File: config.mk
export PLATFORM = sky130hd
export DESIGN_NAME = jacobi_symbol_unit
export DESIGN_NICKNAME = d
export VERILOG_FILES = /design/src/jsu_pkg.sv /design/src/jsu_div.sv /design/src/jsu_dp.sv /design/src/jsu_ctrl.sv /design/src/jacobi_symbol_unit.sv
export SDC_FILE = /design/constraint.sdc
export NUM_CORES = 1
export LEC_CHECK = 0
export BUFFER_PORTS_ARGS = -buffer_cell sky130_fd_sc_hd__buf_2
export CORE_ASPECT_RATIO = 1.4
export CORE_MARGIN = 1.5
export CORE_UTILIZATION = 36
export DETAILED_ROUTE_END_ITERATION = 12
export REMOVE_ABC_BUFFERS = 1
export SETUP_SLACK_MARGIN = 0.3
export SLEW_MARGIN = 10
export SYNTH_ARGS = -nofsm -noshare
export SYNTH_HDL_FRONTEND = slang
export SYNTH_SLANG_ARGS = --single-unit
File: constraint.sdc
create_clock -name clk -period 5.2 [get_ports clk]
set_input_delay 1.04 -clock clk [delete_from_list [all_inputs] [get_ports clk]]
set_output_delay 1.04 -clock clk [all_outputs]
set_load 0.03 [all_outputs]
File: src/jsu_pkg.sv
package jsu_pkg;

  localparam logic [1:0] SYM_ZERO = 2'b00;
  localparam logic [1:0] SYM_POS  = 2'b01;
  localparam logic [1:0] SYM_NEG  = 2'b11;

  typedef struct packed {
    logic load;
    logic div_start;
    logic div_mag;
    logic red_init;
    logic red_loop;
    logic halve;
    logic swap;
  } jsu_cmd_t;

  typedef struct packed {
    logic m_zero;
    logic m_one;
    logic m_two;
    logic val_odd;
    logic a_zero;
    logic a_odd;
    logic neg;
    logic div_done;
  } jsu_stat_t;

endpackage

File: src/jsu_div.sv
module jsu_div import jsu_pkg::*; #(
  parameter int WORD_WIDTH = 32
) (
  input  logic                  clk,
  input  logic                  rst_n,
  input  logic                  start,
  input  logic [WORD_WIDTH-1:0] dividend,
  input  logic [WORD_WIDTH-2:0] divisor,
  output logic                  done,
  output logic [WORD_WIDTH-2:0] rem
);

  localparam int CW = $clog2(WORD_WIDTH + 1);

  logic [WORD_WIDTH-1:0] q_r;
  logic [WORD_WIDTH-2:0] rem_r;
  logic [WORD_WIDTH-2:0] dv_r;
  logic [CW-1:0]         cnt_r;
  logic                  busy_r;
  logic                  done_r;
  logic [WORD_WIDTH-1:0] sh;
  logic [WORD_WIDTH-1:0] diff;
  logic                  ge;

  assign sh   = {rem_r, q_r[WORD_WIDTH-1]};
  assign ge   = sh >= {1'b0, dv_r};
  assign diff = sh - {1'b0, dv_r};

  always_ff @(posedge clk) begin
    if (!rst_n) begin
      busy_r <= 1'b0;
      done_r <= 1'b0;
      cnt_r  <= '0;
    end else begin
      done_r <= 1'b0;
      if (start) begin
        busy_r <= 1'b1;
        cnt_r  <= CW'(WORD_WIDTH);
      end else if (busy_r) begin
        cnt_r <= cnt_r - 1'b1;
        if (cnt_r == CW'(1)) begin
          busy_r <= 1'b0;
          done_r <= 1'b1;
        end
      end
    end
  end

  always_ff @(posedge clk) begin
    if (start) begin
      q_r   <= dividend;
      rem_r <= '0;
      dv_r  <= divisor;
    end else if (busy_r) begin
      q_r   <= {q_r[WORD_WIDTH-2:0], 1'b0};
      rem_r <= ge ? diff[WORD_WIDTH-2:0] : sh[WORD_WIDTH-2:0];
    end
  end

  assign done = done_r;
  assign rem  = rem_r;

endmodule

File: src/jsu_dp.sv
module jsu_dp import jsu_pkg::*; #(
  parameter int WORD_WIDTH = 32
) (
  input  logic                  clk,
  input  logic                  rst_n,
  input  jsu_cmd_t              cmd,
  input  logic [WORD_WIDTH-1:0] in_value_a,
  input  logic [WORD_WIDTH-2:0] in_modulus,
  output jsu_stat_t             stat
);

  logic [WORD_WIDTH-1:0] val_r;
  logic [WORD_WIDTH-2:0] a_r;
  logic [WORD_WIDTH-2:0] m_r;
  logic                  neg_r;
  logic                  neg_nxt;
  logic [WORD_WIDTH-1:0] mag;
  logic [WORD_WIDTH-1:0] div_a;
  logic [WORD_WIDTH-2:0] div_m;
  logic [WORD_WIDTH-2:0] rem;
  logic                  div_done;
  logic                  m38;
  logic                  both3;

  assign mag   = val_r[WORD_WIDTH-1] ? (~val_r + 1'b1) : val_r;
  assign div_a = cmd.div_mag ? mag : {1'b0, a_r};
  assign div_m = m_r;
  assign m38   = (m_r[2:0] == 3'd3) || (m_r[2:0] == 3'd5);
  assign both3 = (a_r[1:0] == 2'd3) && (m_r[1:0] == 2'd3);

  jsu_div #(.WORD_WIDTH(WORD_WIDTH)) u_div (
    .clk      (clk),
    .rst_n    (rst_n),
    .start    (cmd.div_start),
    .dividend (div_a),
    .divisor  (div_m),
    .done     (div_done),
    .rem      (rem)
  );

  always_comb begin
    neg_nxt = neg_r;
    if (cmd.load) begin
      neg_nxt = 1'b0;
    end else if (cmd.halve && m38) begin
      neg_nxt = ~neg_r;
    end else if (cmd.swap && both3) begin
      neg_nxt = ~neg_r;
    end
  end

  always_ff @(posedge clk) begin
    if (!rst_n) begin
      neg_r <= 1'b0;
    end else begin
      neg_r <= neg_nxt;
    end
  end

  always_ff @(posedge clk) begin
    if (cmd.load) begin
      val_r <= in_value_a;
      m_r   <= in_modulus;
      a_r   <= '0;
    end else if (cmd.red_init) begin
      a_r <= (val_r[WORD_WIDTH-1] && (rem != '0)) ? (m_r - rem) : rem;
    end else if (cmd.red_loop) begin
      a_r <= rem;
    end else if (cmd.halve) begin
      a_r <= {1'b0, a_r[WORD_WIDTH-2:1]};
    end else if (cmd.swap) begin
      a_r <= m_r;
      m_r <= a_r;
    end
  end

  assign stat.m_zero   = (m_r == '0);
  assign stat.m_one    = (m_r == (WORD_WIDTH-1)'(1));
  assign stat.m_two    = (m_r == (WORD_WIDTH-1)'(2));
  assign stat.val_odd  = val_r[0];
  assign stat.a_zero   = (a_r == '0);
  assign stat.a_odd    = a_r[0];
  assign stat.neg      = neg_r;
  assign stat.div_done = div_done;

endmodule

File: src/jsu_ctrl.sv
module jsu_ctrl import jsu_pkg::*; (
  input  logic      clk,
  input  logic      rst_n,
  input  logic      start,
  input  jsu_stat_t stat,
  output jsu_cmd_t  cmd,
  output logic      busy,
  output logic      out_valid,
  output logic [1:0] out_symbol
);

  localparam logic [2:0] S_IDLE    = 3'd0;
  localparam logic [2:0] S_CLASS   = 3'd1;
  localparam logic [2:0] S_RED0    = 3'd2;
  localparam logic [2:0] S_LOOP    = 3'd3;
  localparam logic [2:0] S_DIVGO   = 3'd4;
  localparam logic [2:0] S_DIVWAIT = 3'd5;

  logic [2:0] state_r;
  logic [2:0] state_nxt;
  logic       valid_r;
  logic       valid_nxt;
  logic [1:0] sym_r;
  logic [1:0] sym_nxt;

  always_comb begin
    state_nxt = state_r;
    valid_nxt = 1'b0;
    sym_nxt   = sym_r;
    cmd       = '0;
    unique case (state_r)
      S_IDLE: begin
        if (start) begin
          cmd.load  = 1'b1;
          state_nxt = S_CLASS;
        end
      end
      S_CLASS: begin
        if (stat.m_zero) begin
          valid_nxt = 1'b1;
          sym_nxt   = SYM_ZERO;
          state_nxt = S_IDLE;
        end else if (stat.m_one) begin
          valid_nxt = 1'b1;
          sym_nxt   = SYM_POS;
          state_nxt = S_IDLE;
        end else if (stat.m_two) begin
          valid_nxt = 1'b1;
          sym_nxt   = stat.val_odd ? SYM_POS : SYM_ZERO;
          state_nxt = S_IDLE;
        end else begin
          cmd.div_start = 1'b1;
          cmd.div_mag   = 1'b1;
          state_nxt     = S_RED0;
        end
      end
      S_RED0: begin
        if (stat.div_done) begin
          cmd.red_init = 1'b1;
          state_nxt    = S_LOOP;
        end
      end
      S_LOOP: begin
        if (stat.a_zero) begin
          valid_nxt = 1'b1;
          sym_nxt   = !stat.m_one ? SYM_ZERO : (stat.neg ? SYM_NEG : SYM_POS);
          state_nxt = S_IDLE;
        end else if (!stat.a_odd) begin
          cmd.halve = 1'b1;
        end else begin
          cmd.swap  = 1'b1;
          state_nxt = S_DIVGO;
        end
      end
      S_DIVGO: begin
        cmd.div_start = 1'b1;
        state_nxt     = S_DIVWAIT;
      end
      S_DIVWAIT: begin
        if (stat.div_done) begin
          cmd.red_loop = 1'b1;
          state_nxt    = S_LOOP;
        end
      end
      default: begin
        state_nxt = S_IDLE;
      end
    endcase
  end

  always_ff @(posedge clk) begin
    if (!rst_n) begin
      state_r <= S_IDLE;
      valid_r <= 1'b0;
    end else begin
      state_r <= state_nxt;
      valid_r <= valid_nxt;
    end
  end

  always_ff @(posedge clk) begin
    sym_r <= sym_nxt;
  end

  assign busy       = (state_r != S_IDLE);
  assign out_valid  = valid_r;
  assign out_symbol = sym_r;

endmodule

File: src/jacobi_symbol_unit.sv
// A modulus of 0, 1 or 2 is answered straight from the classification state; otherwise the value
// is first reduced, then factors of two are removed and each Euclid step swaps and reduces, then the result.
// Throughput: one item at a time; busy stays high until the result strobe.
// The remainder unit retires one quotient bit per cycle and sets the rate.
// out_valid pulses for one cycle; the receiver cannot stall it.
// Reset: synchronous, active-low rst_n returns the controller to idle.
module jacobi_symbol_unit import jsu_pkg::*; #(
  parameter int WORD_WIDTH = 32
) (
  input  logic                  clk,
  input  logic                  rst_n,
  input  logic                  start,
  output logic                  busy,
  input  logic [WORD_WIDTH-1:0] in_value_a,
  input  logic [WORD_WIDTH-2:0] in_modulus,
  output logic                  out_valid,
  output logic [1:0]            out_symbol
);

  jsu_cmd_t  cmd;
  jsu_stat_t stat;

  jsu_ctrl u_ctrl (
    .clk        (clk),
    .rst_n      (rst_n),
    .start      (start),
    .stat       (stat),
    .cmd        (cmd),
    .busy       (busy),
    .out_valid  (out_valid),
    .out_symbol (out_symbol)
  );

  jsu_dp #(.WORD_WIDTH(WORD_WIDTH)) u_dp (
    .clk        (clk),
    .rst_n      (rst_n),
    .cmd        (cmd),
    .in_value_a (in_value_a),
    .in_modulus (in_modulus),
    .stat       (stat)
  );

  a_accept_busy: assert property (@(posedge clk) disable iff (!rst_n)
    (start && !busy) |=> busy)
    else $error("accepted transfer did not raise busy");

  a_valid_idle: assert property (@(posedge clk) disable iff (!rst_n)
    out_valid |-> !busy)
    else $error("result strobe while busy");

  a_valid_code: assert property (@(posedge clk) disable iff (!rst_n)
    out_valid |-> (out_symbol == SYM_ZERO || out_symbol == SYM_POS || out_symbol == SYM_NEG))
    else $error("illegal symbol code");

  a_valid_pulse: assert property (@(posedge clk) disable iff (!rst_n)
    out_valid |=> !out_valid)
    else $error("result strobe longer than one cycle");

endmodule
==> reports/summary.json, run 1 <==
{
  "outcome": {
    "outcome": "completed"
  },
  "sta": {
    "layout_worst_path_cycle_share": 0.726,
    "final-max-slew-violation-count": 0,
    "post-route-min-period_ps": 3780,
    "final.setup_skew_ps": 16.8,
    "fmax_mhz": 265,
    "tightestPinTransition_ps": 1140,
    "hold_violations": 0,
    "setup_total_negative_slack_ps": 0,
    "relSlewSlack": 0.243,
    "grt_setup_unrepaired": "false",
    "timing.final.setup_violations": 0,
    "holdWs_ps": 502
  },
  "cts": {
    "ctsRootBufferMaster": "clkbuf_16",
    "post-cts-setup-buffer-count": 0,
    "cts_hold_buffers": 0,
    "worst_setup_hold_path_clk_slew_ps": 70,
    "htreeDepth": 1,
    "ctsLongestPathBuffers": 3,
    "cts_tree": "built",
    "cts_resized": 0,
    "cts_sinks": 203,
    "insertion_delay_ps": 520,
    "cts-buffers-inserted": 21
  },
  "cells_and_area": {
    "seqCellArea_um2": 5350,
    "area_growth_syn_to_layout_pct": 11.7,
    "fraction_of_final_layout_cells_with_drive_strength_greater_than_1": 0.0931,
    "design.final.nets": 1632,
    "num-fill-cells": 3546,
    "antennaDiodeCount": 0,
    "multi_input_area_um2": 6830
  },
  "floorplan": {
    "rows": 81,
    "core_area_um2": 34900,
    "chip_height_um": 225,
    "starting_density_of_the_core": 0.365,
    "pin_count": 70,
    "die_x_um": 162,
    "die-area_um2": 36500
  },
  "pwr": {
    "cellLeakagePower_nw": 5.62,
    "total_power_mw": 7.20,
    "cellPowerDensity_nw_per_um2": 506,
    "ir_worst_vdd_uv": 366
  },
  "routing": {
    "post-route-drc-count": 0,
    "first_iter_violations": 708,
    "route.antenna.remaining_nets": 0,
    "num_vias": 10700,
    "firstDrtPassIters": 5,
    "post_drt_wl_per_cell_um": 18.1,
    "via_per_inst": 5.43,
    "wirelength_um": 35600
  },
  "logic_synthesis": {
    "netlist_top_cells_area": "edfxtp_1 (30%), dfxtp_1 (12%), nand2_1 (7.4%), ha_1 (6.3%), xnor2_1 (4.5%)",
    "mappedNetlistArea_um2": 12700,
    "number_of_synthesized_flops_with_an_enable_pin": 128,
    "synthesis.instances": 1453,
    "syn-mean-instance-area_um2": 8.76,
    "postSynth.asyncResetShare": 0,
    "synth_sequential_area_ratio": 0.420,
    "yosys.area.top_type": "edfxtp_1",
    "synth-warning-count": 0,
    "area_share_of_the_largest_cell_type_after_synthesis": 0.302,
    "post_synthesis_sequential_element_count": 203,
    "primary_ff_master_synth": "edfxtp_1",
    "post_synth_num_cell_types": 69
  },
  "placed_design": {
    "place.port_buffers": 69,
    "place.gp.congestion": 0.915,
    "hpwlAfterDp_um": 26900
  },
  "critical_path": {
    "critical_path.startpoint_type": "flip-flop",
    "worst-r2r-cell-count": 14,
    "timing.critical_path.arrival_ps": 4140,
    "critical_path.endpoint_type": "flip-flop",
    "crit_required_ps": 5560,
    "cp_max_fanout": 5,
    "path_class": "reg -> reg"
  },
  "job": {
    "cap_viol_max_count": 0
  },
  "grt": {
    "maximum_number_of_pins_on_one_net_before_global_route_repair": 64,
    "grt_antenna_before_repair": 0,
    "global_route.usage.total": 0.196,
    "via_count_of_the_first_global_routing_pass": 10200,
    "grt_pass1_wl_um": 56200,
    "global_route.overflow_total": 0
  },
  "min_path": {
    "timing.hold.worst_path_depth": 2,
    "min_path_type": "reg -> reg"
  }
}
## per-layer routing
layer | GRT usage | part of all wire | wire (µm)
met1 | 0.240 | 0.43 | 15200
met2 | 0.352 | 0.50 | 17700
met3 | 0.0166 | 0.035 | 1240
met4 | 0.0805 | 0.041 | 1450
met5 | 0 | 0 | 0
## synth_stat cells (10+ instances only)
library cell and number:
nor3_1 20, clkbuf_1 59, or3_1 13, ha_1 64, o21a_1 16, o211ai_1 11
dfxtp_1 75, nor2_1 100, nand3_1 28, a211oi_1 38, o31ai_1 10, o21ai_0 91
edfxtp_1 128, xnor2_1 65, xor2_1 16, o21ai_1 13, nor4_1 21, a31oi_1 21
mux2i_1 42, o22ai_1 10, a21oi_1 101, inv_1 86, nand4_1 14, a21o_1 33
nand2_1 252, nor2b_1 10
## logic make-up (layout without fill, tap and decap cells)
group,Yosys count,count (layout),synth area share
AO/OA/AOI/OAI,408,408,0.204
buffers and inverters,151,212,0.0446
flip-flops,203,203,0.420
XOR/XNOR,81,81,0.0557
adder cells (fa/ha/maj),66,66,0.0661
multiplexers,42,42,0.0330
AND/OR/NAND/NOR,502,502,0.176
## path summary, 6_finish.rpt
path / slack, ps / endpoint / start
worst max register to register: 1420 / u_dp.a_r[24]$_SDFFE_PP0P_ / u_dp.div_m[0]$_DFFE_PP_
worst min register to register: 500 / u_dp.u_div.cnt_r[1]$_SDFFE_PP0P_ / u_dp.u_div.cnt_r[1]$_SDFFE_PP0P_
worst min-delay path: 500 / u_dp.u_div.cnt_r[1]$_SDFFE_PP0P_ / u_dp.u_div.cnt_r[1]$_SDFFE_PP0P_
worst max-delay path: 1420 / u_dp.a_r[24]$_SDFFE_PP0P_ / u_dp.div_m[0]$_DFFE_PP_
## report_power, final
group | internal [mW] | switching [mW] | total (mW)
clock | 0.862 | 0.655 | 1.52
sequential | 2.04 | 0.395 | 2.44
combinational | 1.32 | 1.93 | 3.25
## critical path: stages (launching register included)
cell	delay [ps]
edfxtp_1	450
inv_1	130
ha_1	160
inv_1	50
fa_1	420
a211oi_1	300
o21ai_0	150
a21oi_1	340
o221ai_1	260
a311oi_1	460
o21ai_0	250
a31oi_1	250
xnor2_1	90
a222oi_1	210
a21oi_1	120
## registers in the layout, indices dropped and copies added (netlist names), 2 cells and up
register	cells
u_dp.u_div.dv_r	31
u_dp.u_div.q_r	32
u_dp.a_r	31
u_dp.u_div.cnt_r	6
u_dp.div_m	31
u_dp.u_div.rem	31
u_ctrl.out_symbol	2
u_dp.val_r	32
u_ctrl.state_r	3
## cells in the final DEF (no fill, tap or decap), types with 28 or more instances in the layout
cell / instances
buf_2: 69
xnor2_1: 65
nand2_1: 252
a21o_1: 33
ha_1: 64
nand3_1: 28
edfxtp_1: 128
a21oi_1: 101
dfxtp_1: 75
nor2_1: 99
o21ai_0: 90
mux2i_1: 42
inv_1: 84
a211oi_1: 38
## layout make-up
cell class,count,share of cell area
clock buffers,28,0.0395
clock inverters,9,0.00713
inverters,87,0.0230
multi-input cells,1099,0.480
flip-flops and latches,203,0.376
well taps,456,0.0401
repair buffers,88,0.0343
## per-stage QoR
stage / instances / area, µm² / setup slack [ps] / utilization
detailed placement: 1933 / 13600 / 1420 / 0.389
floorplan: 1389 / 12500 / -531 / -
CTS: 1970 / 14200 / 1400 / 0.408
global route: 1970 / 14200 / 1120 / 0.408
finish: 1970 / 14200 / 1420 / 0.408
global placement: 1933 / 13600 / 1430 / 0.389
Note: power is estimated with default switching activity, not from simulation.
==> run 2: changes to the inputs <==
==> constraint.sdc (replaced) <==
create_clock -name clk -period 3.51 [get_ports clk]
set_input_delay 0.702 -clock clk [delete_from_list [all_inputs] [get_ports clk]]
set_output_delay 0.702 -clock clk [all_outputs]
set_load 0.03 [all_outputs]
==> run 2 against run 1 <==
Net effect: wire length up 5.3%; clock-buffer cell count did not move; final cell count up 3.5%; critical path depth shrank 6; combinational power is 69% higher; core utilization up 2.4 points; total power rose by 57%; design area is 5.8% higher; clock power up 53%; critical path type unchanged; largest cell class unchanged; largest power group unchanged; highest routed layer unchanged.
==> reports/summary.json, run 2 (synthesized netlist as in run 1, its figures left out) <==
{
  "grt": {
    "grt_antenna_before_repair": {"value": 0, "change": "unchanged"},
    "global_route.usage.total": {"value": 0.206, "change": "+0.00967"},
    "maximum_number_of_pins_on_one_net_before_global_route_repair": {"value": 64, "change": "unchanged"},
    "via_count_of_the_first_global_routing_pass": {"value": 11000, "change": "+7.4%"},
    "grt_pass1_wl": {"value": 59000, "unit": "µm", "change": "+5.0%"},
    "global_route.overflow_total": {"value": 0, "change": "unchanged"}
  },
  "cts": {
    "htreeDepth": {"value": 1, "change": "unchanged"},
    "cts_tree": "built",
    "ctsLongestPathBuffers": {"value": 3, "change": "unchanged"},
    "worst_setup_hold_path_clk_slew": {"value": 60, "unit": "ps", "change": "about the same"},
    "insertion_delay": {"value": 530, "unit": "ps", "change": "about the same"},
    "cts-buffers-inserted": {"value": 22, "change": "+4.8%"},
    "ctsRootBufferMaster": "clkbuf_16",
    "cts_sinks": {"value": 203, "change": "unchanged"}
  },
  "min_path": {
    "min_path_type": "in -> reg"
  },
  "sta": {
    "timing.final.setup_violations": {"value": 0, "change": "unchanged"},
    "layout_worst_path_cycle_share": {"value": 0.956, "change": "+0.229"},
    "final-max-slew-violation-count": {"value": 0, "change": "unchanged"},
    "final.setup_skew": {"value": 11.2, "unit": "ps", "change": "-5.65 ps"},
    "grt_setup_unrepaired": "true",
    "fmax": {"value": 298, "unit": "MHz", "change": "+13%"},
    "hold_violations": {"value": 0, "change": "unchanged"},
    "relSlewSlack": {"value": 0.501, "change": "+0.258"},
    "post-route-min-period": {"value": 3350, "unit": "ps", "change": "-423 ps"},
    "tightestPinTransition": {"value": 741, "unit": "ps", "change": "-394 ps"},
    "setup_total_negative_slack": {"value": 0, "unit": "ps", "change": "unchanged"},
    "layout_setup_ws": {"value": 155, "unit": "ps", "change": "-1270 ps"}
  },
  "critical_path": {
    "crit_required": {"value": 3830, "unit": "ps", "change": "-1730 ps"},
    "critPathMostFrequentCell": "or4_4",
    "timing.critical_path.arrival": {"value": 3680, "unit": "ps", "change": "-460 ps"},
    "cell_with_the_largest_stage_delay_on_the_worst_path": "or4_4",
    "cells_along_the_critical_path": "or4_4 -> or3_4 -> or3_4 -> or4_4 -> or4_4 -> nor4b_2 -> nand2_1 -> o21ai_2",
    "critPathMaxStageDelay": {"value": 560, "unit": "ps", "change": "+100 ps"},
    "critical_path.startpoint_type": "flip-flop",
    "path_class": "reg -> reg",
    "critical_path.endpoint_type": "flip-flop",
    "cp_max_fanout": {"value": 5, "change": "unchanged"}
  },
  "routing": {
    "via_per_inst": {"value": 5.46, "change": "+0.52%"},
    "wirelength": {"value": 37500, "unit": "µm", "change": "+5.3%"},
    "post_drt_wl_per_cell": {"value": 18.4, "unit": "µm", "change": "+1.7%"},
    "first_iter_violations": {"value": 646, "change": "-8.8%"},
    "route.antenna.remaining_nets": {"value": 0, "change": "unchanged"},
    "num_vias": {"value": 11100, "change": "+4.0%"},
    "firstDrtPassIters": {"value": 5, "change": "unchanged"},
    "post-route-drc-count": {"value": 0, "change": "unchanged"}
  },
  "cells_and_area": {
    "layout_top_registers": "u_dp.u_div.q_r: 32 flops, u_dp.val_r: 32 flops",
    "multi_input_area": {"value": 7060, "unit": "µm²", "change": "+3.4%"},
    "design.final.nets": {"value": 1699, "change": "+4.1%"},
    "layout_commonest_cell": "nand2_1",
    "seqCellArea": {"value": 5350, "unit": "µm²", "change": "about the same"},
    "area_growth_syn_to_layout_pct": 18.2,
    "fraction_of_final_layout_cells_with_drive_strength_greater_than_1": {"value": 0.156, "change": "+0.0629"},
    "layout.cells.most_common_list": "nand2_1 (252), edfxtp_1 (128), nor2_1 (99)",
    "layout.cell_area.non_filler": {"value": 15000, "unit": "µm²", "change": "+5.8%"},
    "num-fill-cells": {"value": 3507, "change": "-1.1%"},
    "antennaDiodeCount": {"value": 0, "change": "unchanged"},
    "finalNonFillerCells": {"value": 2039, "change": "+3.5%"}
  },
  "placed_design": {
    "placed_cells_incl_taps": {"value": 1983, "change": "+2.6%"},
    "hpwlAfterDp": {"value": 28500, "unit": "µm", "change": "+5.8%"},
    "place.port_buffers": {"value": 69, "change": "unchanged"},
    "placement.cell_area": {"value": 14000, "unit": "µm²", "change": "+3.1%"},
    "dpl_worst_slack": {"value": -75.9, "unit": "ps", "change": "-1500 ps"},
    "place.gp.congestion": {"value": 0.884, "change": "-3.5%"}
  },
  "floorplan": {
    "die-area": {"value": 36500, "unit": "µm²", "change": "unchanged"},
    "core_area": {"value": 34900, "unit": "µm²", "change": "unchanged"},
    "pin_count": {"value": 70, "change": "unchanged"},
    "rows": {"value": 81, "change": "unchanged"},
    "starting_density_of_the_core": {"value": 0.365, "change": "unchanged"},
    "chip_height": {"value": 225, "unit": "µm", "change": "unchanged"},
    "die_x": {"value": 162, "unit": "µm", "change": "unchanged"}
  },
  "pwr": {
    "ir_worst_vdd": {"value": 490, "unit": "µV", "change": "+34%"},
    "cellLeakagePower": {"value": 6.02, "unit": "nW", "change": "+7.1%"},
    "cellPowerDensity": {"value": 753, "unit": "nW/µm²", "change": "+49%"},
    "total_power": {"value": 11.3, "unit": "mW", "change": "+57%"}
  },
  "job": {
    "cap_viol_max_count": {"value": 0, "change": "unchanged"}
  },
  "outcome": {
    "outcome": "completed"
  }
}
-- run 2: cell count changes in the layout (fill, tap and decap cells not counted), sizes merged --
| cell | change |
|---|---|
| buf | +66 |
| clkinv | +2 |
| bufinv | -1 |
| clkinvlp | +1 |
| inv | +1 |
-- run 2: metrics by stage --
step	utilization	hold slack, ps
6_report	0.432	343
5_1_grt	0.432	331
4_1_cts	0.426	323
3_5_place_dp	0.401	499
3_3_place_gp	0.401	488
2_1_floorplan	-	468
-- run 2: final timing paths --
path | startpoint | endpoint | cells after the start | slack, ps
min | in_value_a[22] | u_dp.val_r[22]$_DFFE_PP_ | 1 | 340
max | u_dp.val_r[8]$_DFFE_PP_ | u_dp.u_div.q_r[31]$_DFFE_PP_ | 8 | 160
max reg2reg | u_dp.val_r[8]$_DFFE_PP_ | u_dp.u_div.q_r[31]$_DFFE_PP_ | 8 | 160
min reg2reg | u_dp.u_div.cnt_r[1]$_SDFFE_PP0P_ | u_dp.u_div.cnt_r[1]$_SDFFE_PP0P_ | 2 | 500
-- run 2: power breakdown --
part	total [mW]	switching (mW)	internal (mW)
Combinational	5.48	3.20	2.28
Clock	2.33	1.01	1.32
Sequential	3.52	0.494	3.02
Total	11.3	4.70	6.63
-- run 2: layer usage --
layer	vias up	track usage	wire length [µm]
li1	5512	-	-
met1	5189	0.239	15200
met2	317	0.367	18400
met3	107	0.0208	1610
met4	0	0.119	2310
met5	-	0	0
-- run 2: layout make-up --
cell class | count | share of cell area
Multi-Input combinational cell | 1099 | 0.469
Sequential cell | 203 | 0.355
Timing Repair Buffer | 154 | 0.0687
Clock buffer | 28 | 0.0408
Tap cell | 456 | 0.0379
Inverter | 87 | 0.0217
Clock inverter | 12 | 0.00640
-- run 2: critical path: cells and delay by family, from the launching register on --
kind | cells | cell delay (ps)
flops | 1 | 390
compound gates | 1 | 160
simple gates | 7 | 2590
-- run 2: timing repair --
item | CTS | global route
buffers inserted | 6 | 10
pin swaps | 11 | 25
gates resized for setup | 25 | 29
cloned | 0 | 0
hold buffers | 0 | 0
setup endpoints to repair | 23 | 74
==> run 3: changes to the inputs <==
--- a/config.mk
+++ b/config.mk
@@ -5,7 +5,7 @@
 export SDC_FILE = /design/constraint.sdc
 export NUM_CORES = 1
 export LEC_CHECK = 0
-export BUFFER_PORTS_ARGS = -buffer_cell sky130_fd_sc_hd__buf_2
+export BUFFER_PORTS_ARGS = -buffer_cell sky130_fd_sc_hd__buf_4
 export CORE_ASPECT_RATIO = 1.4
 export CORE_MARGIN = 1.5
 export CORE_UTILIZATION = 36
==> constraint.sdc (replaced) <==
create_clock -name clk -period 4 [get_ports clk]
set_input_delay 0.8 -clock clk [delete_from_list [all_inputs] [get_ports clk]]
set_output_delay 0.8 -clock clk [all_outputs]
set_load 0.03 [all_outputs]
==> run 3 against run 2 <==
Net effect: critical path depth did not move; clock power shrank 9.4%; clock-buffer cell count increased by 1; hold slack improved by 110 ps; global-route usage down 0.48 points; sequential power fell by 12%; clock skew fell by 0.79 ps; largest cell class unchanged.
==> reports/summary.json, run 3 (synthesized netlist as in run 1, its figures left out) <==
{
  "critical_path": {
    "rr_endpoint": "u_dp.u_div.q_r[31]$_DFFE_PP_",
    "critPathMaxStageDelay": {"value": 560, "unit": "ps", "change": "about the same"},
    "crit_path_start": "u_dp.val_r[8]$_DFFE_PP_",
    "worst_r2r_startpoint": "u_dp.val_r[8]$_DFFE_PP_",
    "cell_with_the_largest_stage_delay_on_the_worst_path": "or4_4",
    "cp_max_fanout": {"value": 5, "change": "unchanged"},
    "worstPathBufferInverterCount": {"value": 0, "change": "unchanged"},
    "worst-r2r-cell-count": {"value": 8, "change": "unchanged"},
    "crit_required": {"value": 4280, "unit": "ps", "change": "+450 ps"},
    "cells_along_the_critical_path": "or4_4 -> or3_4 -> or3_4 -> or4_1 -> or4_4 -> nor4b_1 -> nand2_1 -> o21ai_2",
    "ff2ff_setup_slack": {"value": 450, "unit": "ps", "change": "+290 ps"},
    "critical_path.endpoint_type": "flip-flop",
    "cpLargestDelayFamily": "simple AND/OR/NAND/NOR gates",
    "timing.critical_path.arrival": {"value": 3840, "unit": "ps", "change": "+160 ps"},
    "setup.worst_path.end": "u_dp.u_div.q_r[31]$_DFFE_PP_",
    "critical_path.startpoint_type": "flip-flop",
    "path_class": "reg -> reg",
    "cp_num_cells": {"value": 8, "change": "unchanged"}
  },
  "pwr": {
    "ir_worst_vdd": {"value": 369, "unit": "µV", "change": "-25%"},
    "cellLeakagePower": {"value": 5.83, "unit": "nW", "change": "-3.3%"},
    "cellPowerDensity": {"value": 660, "unit": "nW/µm²", "change": "-12%"},
    "total_power": {"value": 9.68, "unit": "mW", "change": "-15%"}
  },
  "routing": {
    "post_drt_wl_per_cell": {"value": 18.3, "unit": "µm", "change": "-0.61%"},
    "firstDrtPassIters": {"value": 6, "change": "+1"},
    "via_per_inst": {"value": 5.47, "change": "+0.21%"},
    "first_iter_violations": {"value": 753, "change": "+17%"},
    "post-route-drc-count": {"value": 0, "change": "unchanged"},
    "num_vias": {"value": 10900, "change": "-2.0%"},
    "wirelength": {"value": 36500, "unit": "µm", "change": "-2.8%"},
    "route.antenna.remaining_nets": {"value": 0, "change": "unchanged"}
  },
  "grt": {
    "global_route.usage.total": {"value": 0.201, "change": "-0.00483"},
    "via_count_of_the_first_global_routing_pass": {"value": 10800, "change": "-2.0%"},
    "grt_antenna_before_repair": {"value": 0, "change": "unchanged"},
    "grt_pass1_wl": {"value": 57900, "unit": "µm", "change": "-1.9%"},
    "global_route.overflow_total": {"value": 0, "change": "unchanged"},
    "maximum_number_of_pins_on_one_net_before_global_route_repair": {"value": 64, "change": "unchanged"}
  },
  "sta": {
    "setup_total_negative_slack": {"value": 0, "unit": "ps", "change": "unchanged"},
    "post-route-min-period": {"value": 3550, "unit": "ps", "change": "+199 ps"},
    "final-max-slew-violation-count": {"value": 0, "change": "unchanged"},
    "holdWs": {"value": 450, "unit": "ps", "change": "+106 ps"},
    "layout_worst_path_cycle_share": {"value": 0.888, "change": "-0.0673"},
    "hold_violations": {"value": 0, "change": "unchanged"},
    "fmax": {"value": 281, "unit": "MHz", "change": "-5.6%"},
    "timing.final.setup_violations": {"value": 0, "change": "unchanged"},
    "final.setup_skew": {"value": 10.4, "unit": "ps", "change": "-0.787 ps"},
    "grt_setup_unrepaired": "true",
    "relSlewSlack": {"value": 0.303, "change": "-0.199"},
    "tightestPinTransition": {"value": 1040, "unit": "ps", "change": "+301 ps"}
  },
  "cells_and_area": {
    "design.final.nets": {"value": 1654, "change": "-2.6%"},
    "fraction_of_final_layout_cells_with_drive_strength_greater_than_1": {"value": 0.110, "change": "-0.0461"},
    "finish.utilization": {"value": 0.421, "change": "-0.0107"},
    "layout_commonest_cell": "nand2_1",
    "area_growth_syn_to_layout_pct": 15.3,
    "layout_top_registers": "u_dp.u_div.q_r: 32 flops, u_dp.val_r: 32 flops",
    "seqCellArea": {"value": 5350, "unit": "µm²", "change": "about the same"},
    "antennaDiodeCount": {"value": 0, "change": "unchanged"},
    "num-fill-cells": {"value": 3510, "change": "+0.086%"},
    "multi_input_area": {"value": 6870, "unit": "µm²", "change": "-2.7%"},
    "layout.cells.most_common_list": "nand2_1 (252), edfxtp_1 (128), buf_4 (108)"
  },
  "cts": {
    "cts-buffers-inserted": {"value": 22, "change": "unchanged"},
    "insertion_delay": {"value": 530, "unit": "ps", "change": "about the same"},
    "cts_tree": "built",
    "ctsLongestPathBuffers": {"value": 3, "change": "unchanged"},
    "ctsRootBufferMaster": "clkbuf_16",
    "cts_sinks": {"value": 203, "change": "unchanged"},
    "cts_hold_buffers": {"value": 0, "change": "unchanged"},
    "htreeDepth": {"value": 1, "change": "unchanged"},
    "worst_setup_hold_path_clk_slew": {"value": 60, "unit": "ps", "change": "about the same"}
  },
  "floorplan": {
    "core_area": {"value": 34900, "unit": "µm²", "change": "unchanged"},
    "chip_height": {"value": 225, "unit": "µm", "change": "unchanged"},
    "rows": {"value": 81, "change": "unchanged"},
    "starting_density_of_the_core": {"value": 0.365, "change": "unchanged"},
    "pin_count": {"value": 70, "change": "unchanged"},
    "die_x": {"value": 162, "unit": "µm", "change": "unchanged"},
    "die-area": {"value": 36500, "unit": "µm²", "change": "unchanged"}
  },
  "placed_design": {
    "place.port_buffers": {"value": 69, "change": "unchanged"},
    "place.gp.congestion": {"value": 0.912, "change": "+3.2%"},
    "hpwlAfterDp": {"value": 27800, "unit": "µm", "change": "-2.5%"}
  },
  "job": {
    "cap_viol_max_count": {"value": 0, "change": "unchanged"}
  },
  "min_path": {
    "min_path_type": "in -> reg"
  },
  "outcome": {
    "outcome": "completed"
  }
}
-- run 3: worst min path at each step --
| stage | cells after the start | slack (ps) | startpoint | endpoint |
|---|---|---|---|---|
| after floorplan | 0 | 470 | u_dp.div_m[10]$_DFFE_PP_ | u_dp.u_div.dv_r[10]$_DFFE_PP_ |
| after global placement | 2 | 480 | u_dp.u_div.cnt_r[1]$_SDFFE_PP0P_ | u_dp.u_div.cnt_r[1]$_SDFFE_PP0P_ |
| after detailed placement | 2 | 500 | u_dp.u_div.cnt_r[1]$_SDFFE_PP0P_ | u_dp.u_div.cnt_r[1]$_SDFFE_PP0P_ |
| after CTS | 1 | 430 | in_value_a[31] | u_dp.val_r[31]$_DFFE_PP_ |
| after global routing | 1 | 430 | in_value_a[12] | u_dp.val_r[12]$_DFFE_PP_ |
| final | 1 | 450 | in_value_a[12] | u_dp.val_r[12]$_DFFE_PP_ |
-- run 3: per-layer routing --
layer / part of all wire / GRT usage / vias up / routed length (µm)
met1: 0.41 / 0.243 / 5153 / 15100
met2: 0.51 / 0.366 / 286 / 18600
met3: 0.045 / 0.0199 / 53 / 1640
met4: 0.032 / 0.0755 / 0 / 1160
met5: 0 / 0 / - / 0
li1: - / - / 5410 / -
-- run 3: report_power, final --
group,internal [mW],switching (mW)
Sequential,2.65,0.459
Combinational,1.82,2.63
Clock,1.25,0.862
Total,5.72,3.95
-- run 3: layout make-up --
| type | count | area share |
|---|---|---|
| timing repair buffer | 109 | 0.0566 |
| tap | 456 | 0.0389 |
| sequential | 203 | 0.364 |
| inverter | 87 | 0.0223 |
| clock buffer | 29 | 0.0408 |
| clock inverter | 11 | 0.00912 |
| multi-input combinational | 1099 | 0.468 |
-- run 3: metrics by stage --
step                      area, µm²  instances  setup WS, ps
after floorplan               12500       1389         -1730
after global placement        13900       1953           261
after detailed placement      13900       1953           260
after CTS                     14600       1993           332
after global routing          14700       1994           249
final                         14700       1994           446
-- run 3: worst register-to-register path: stages (launching register included) --
cell      delay (ps)
edfxtp_1         420
or4_4            560
or3_4            410
or3_4            350
or4_1            470
or4_4            490
nor4b_1          280
nand2_1          120
o21ai_2          210
-- run 3: repair_timing --
item,in CTS,in global routing
setup endpoints to repair,1,7
pin swaps,0,1
resized for setup,1,6
buffers inserted,0,1
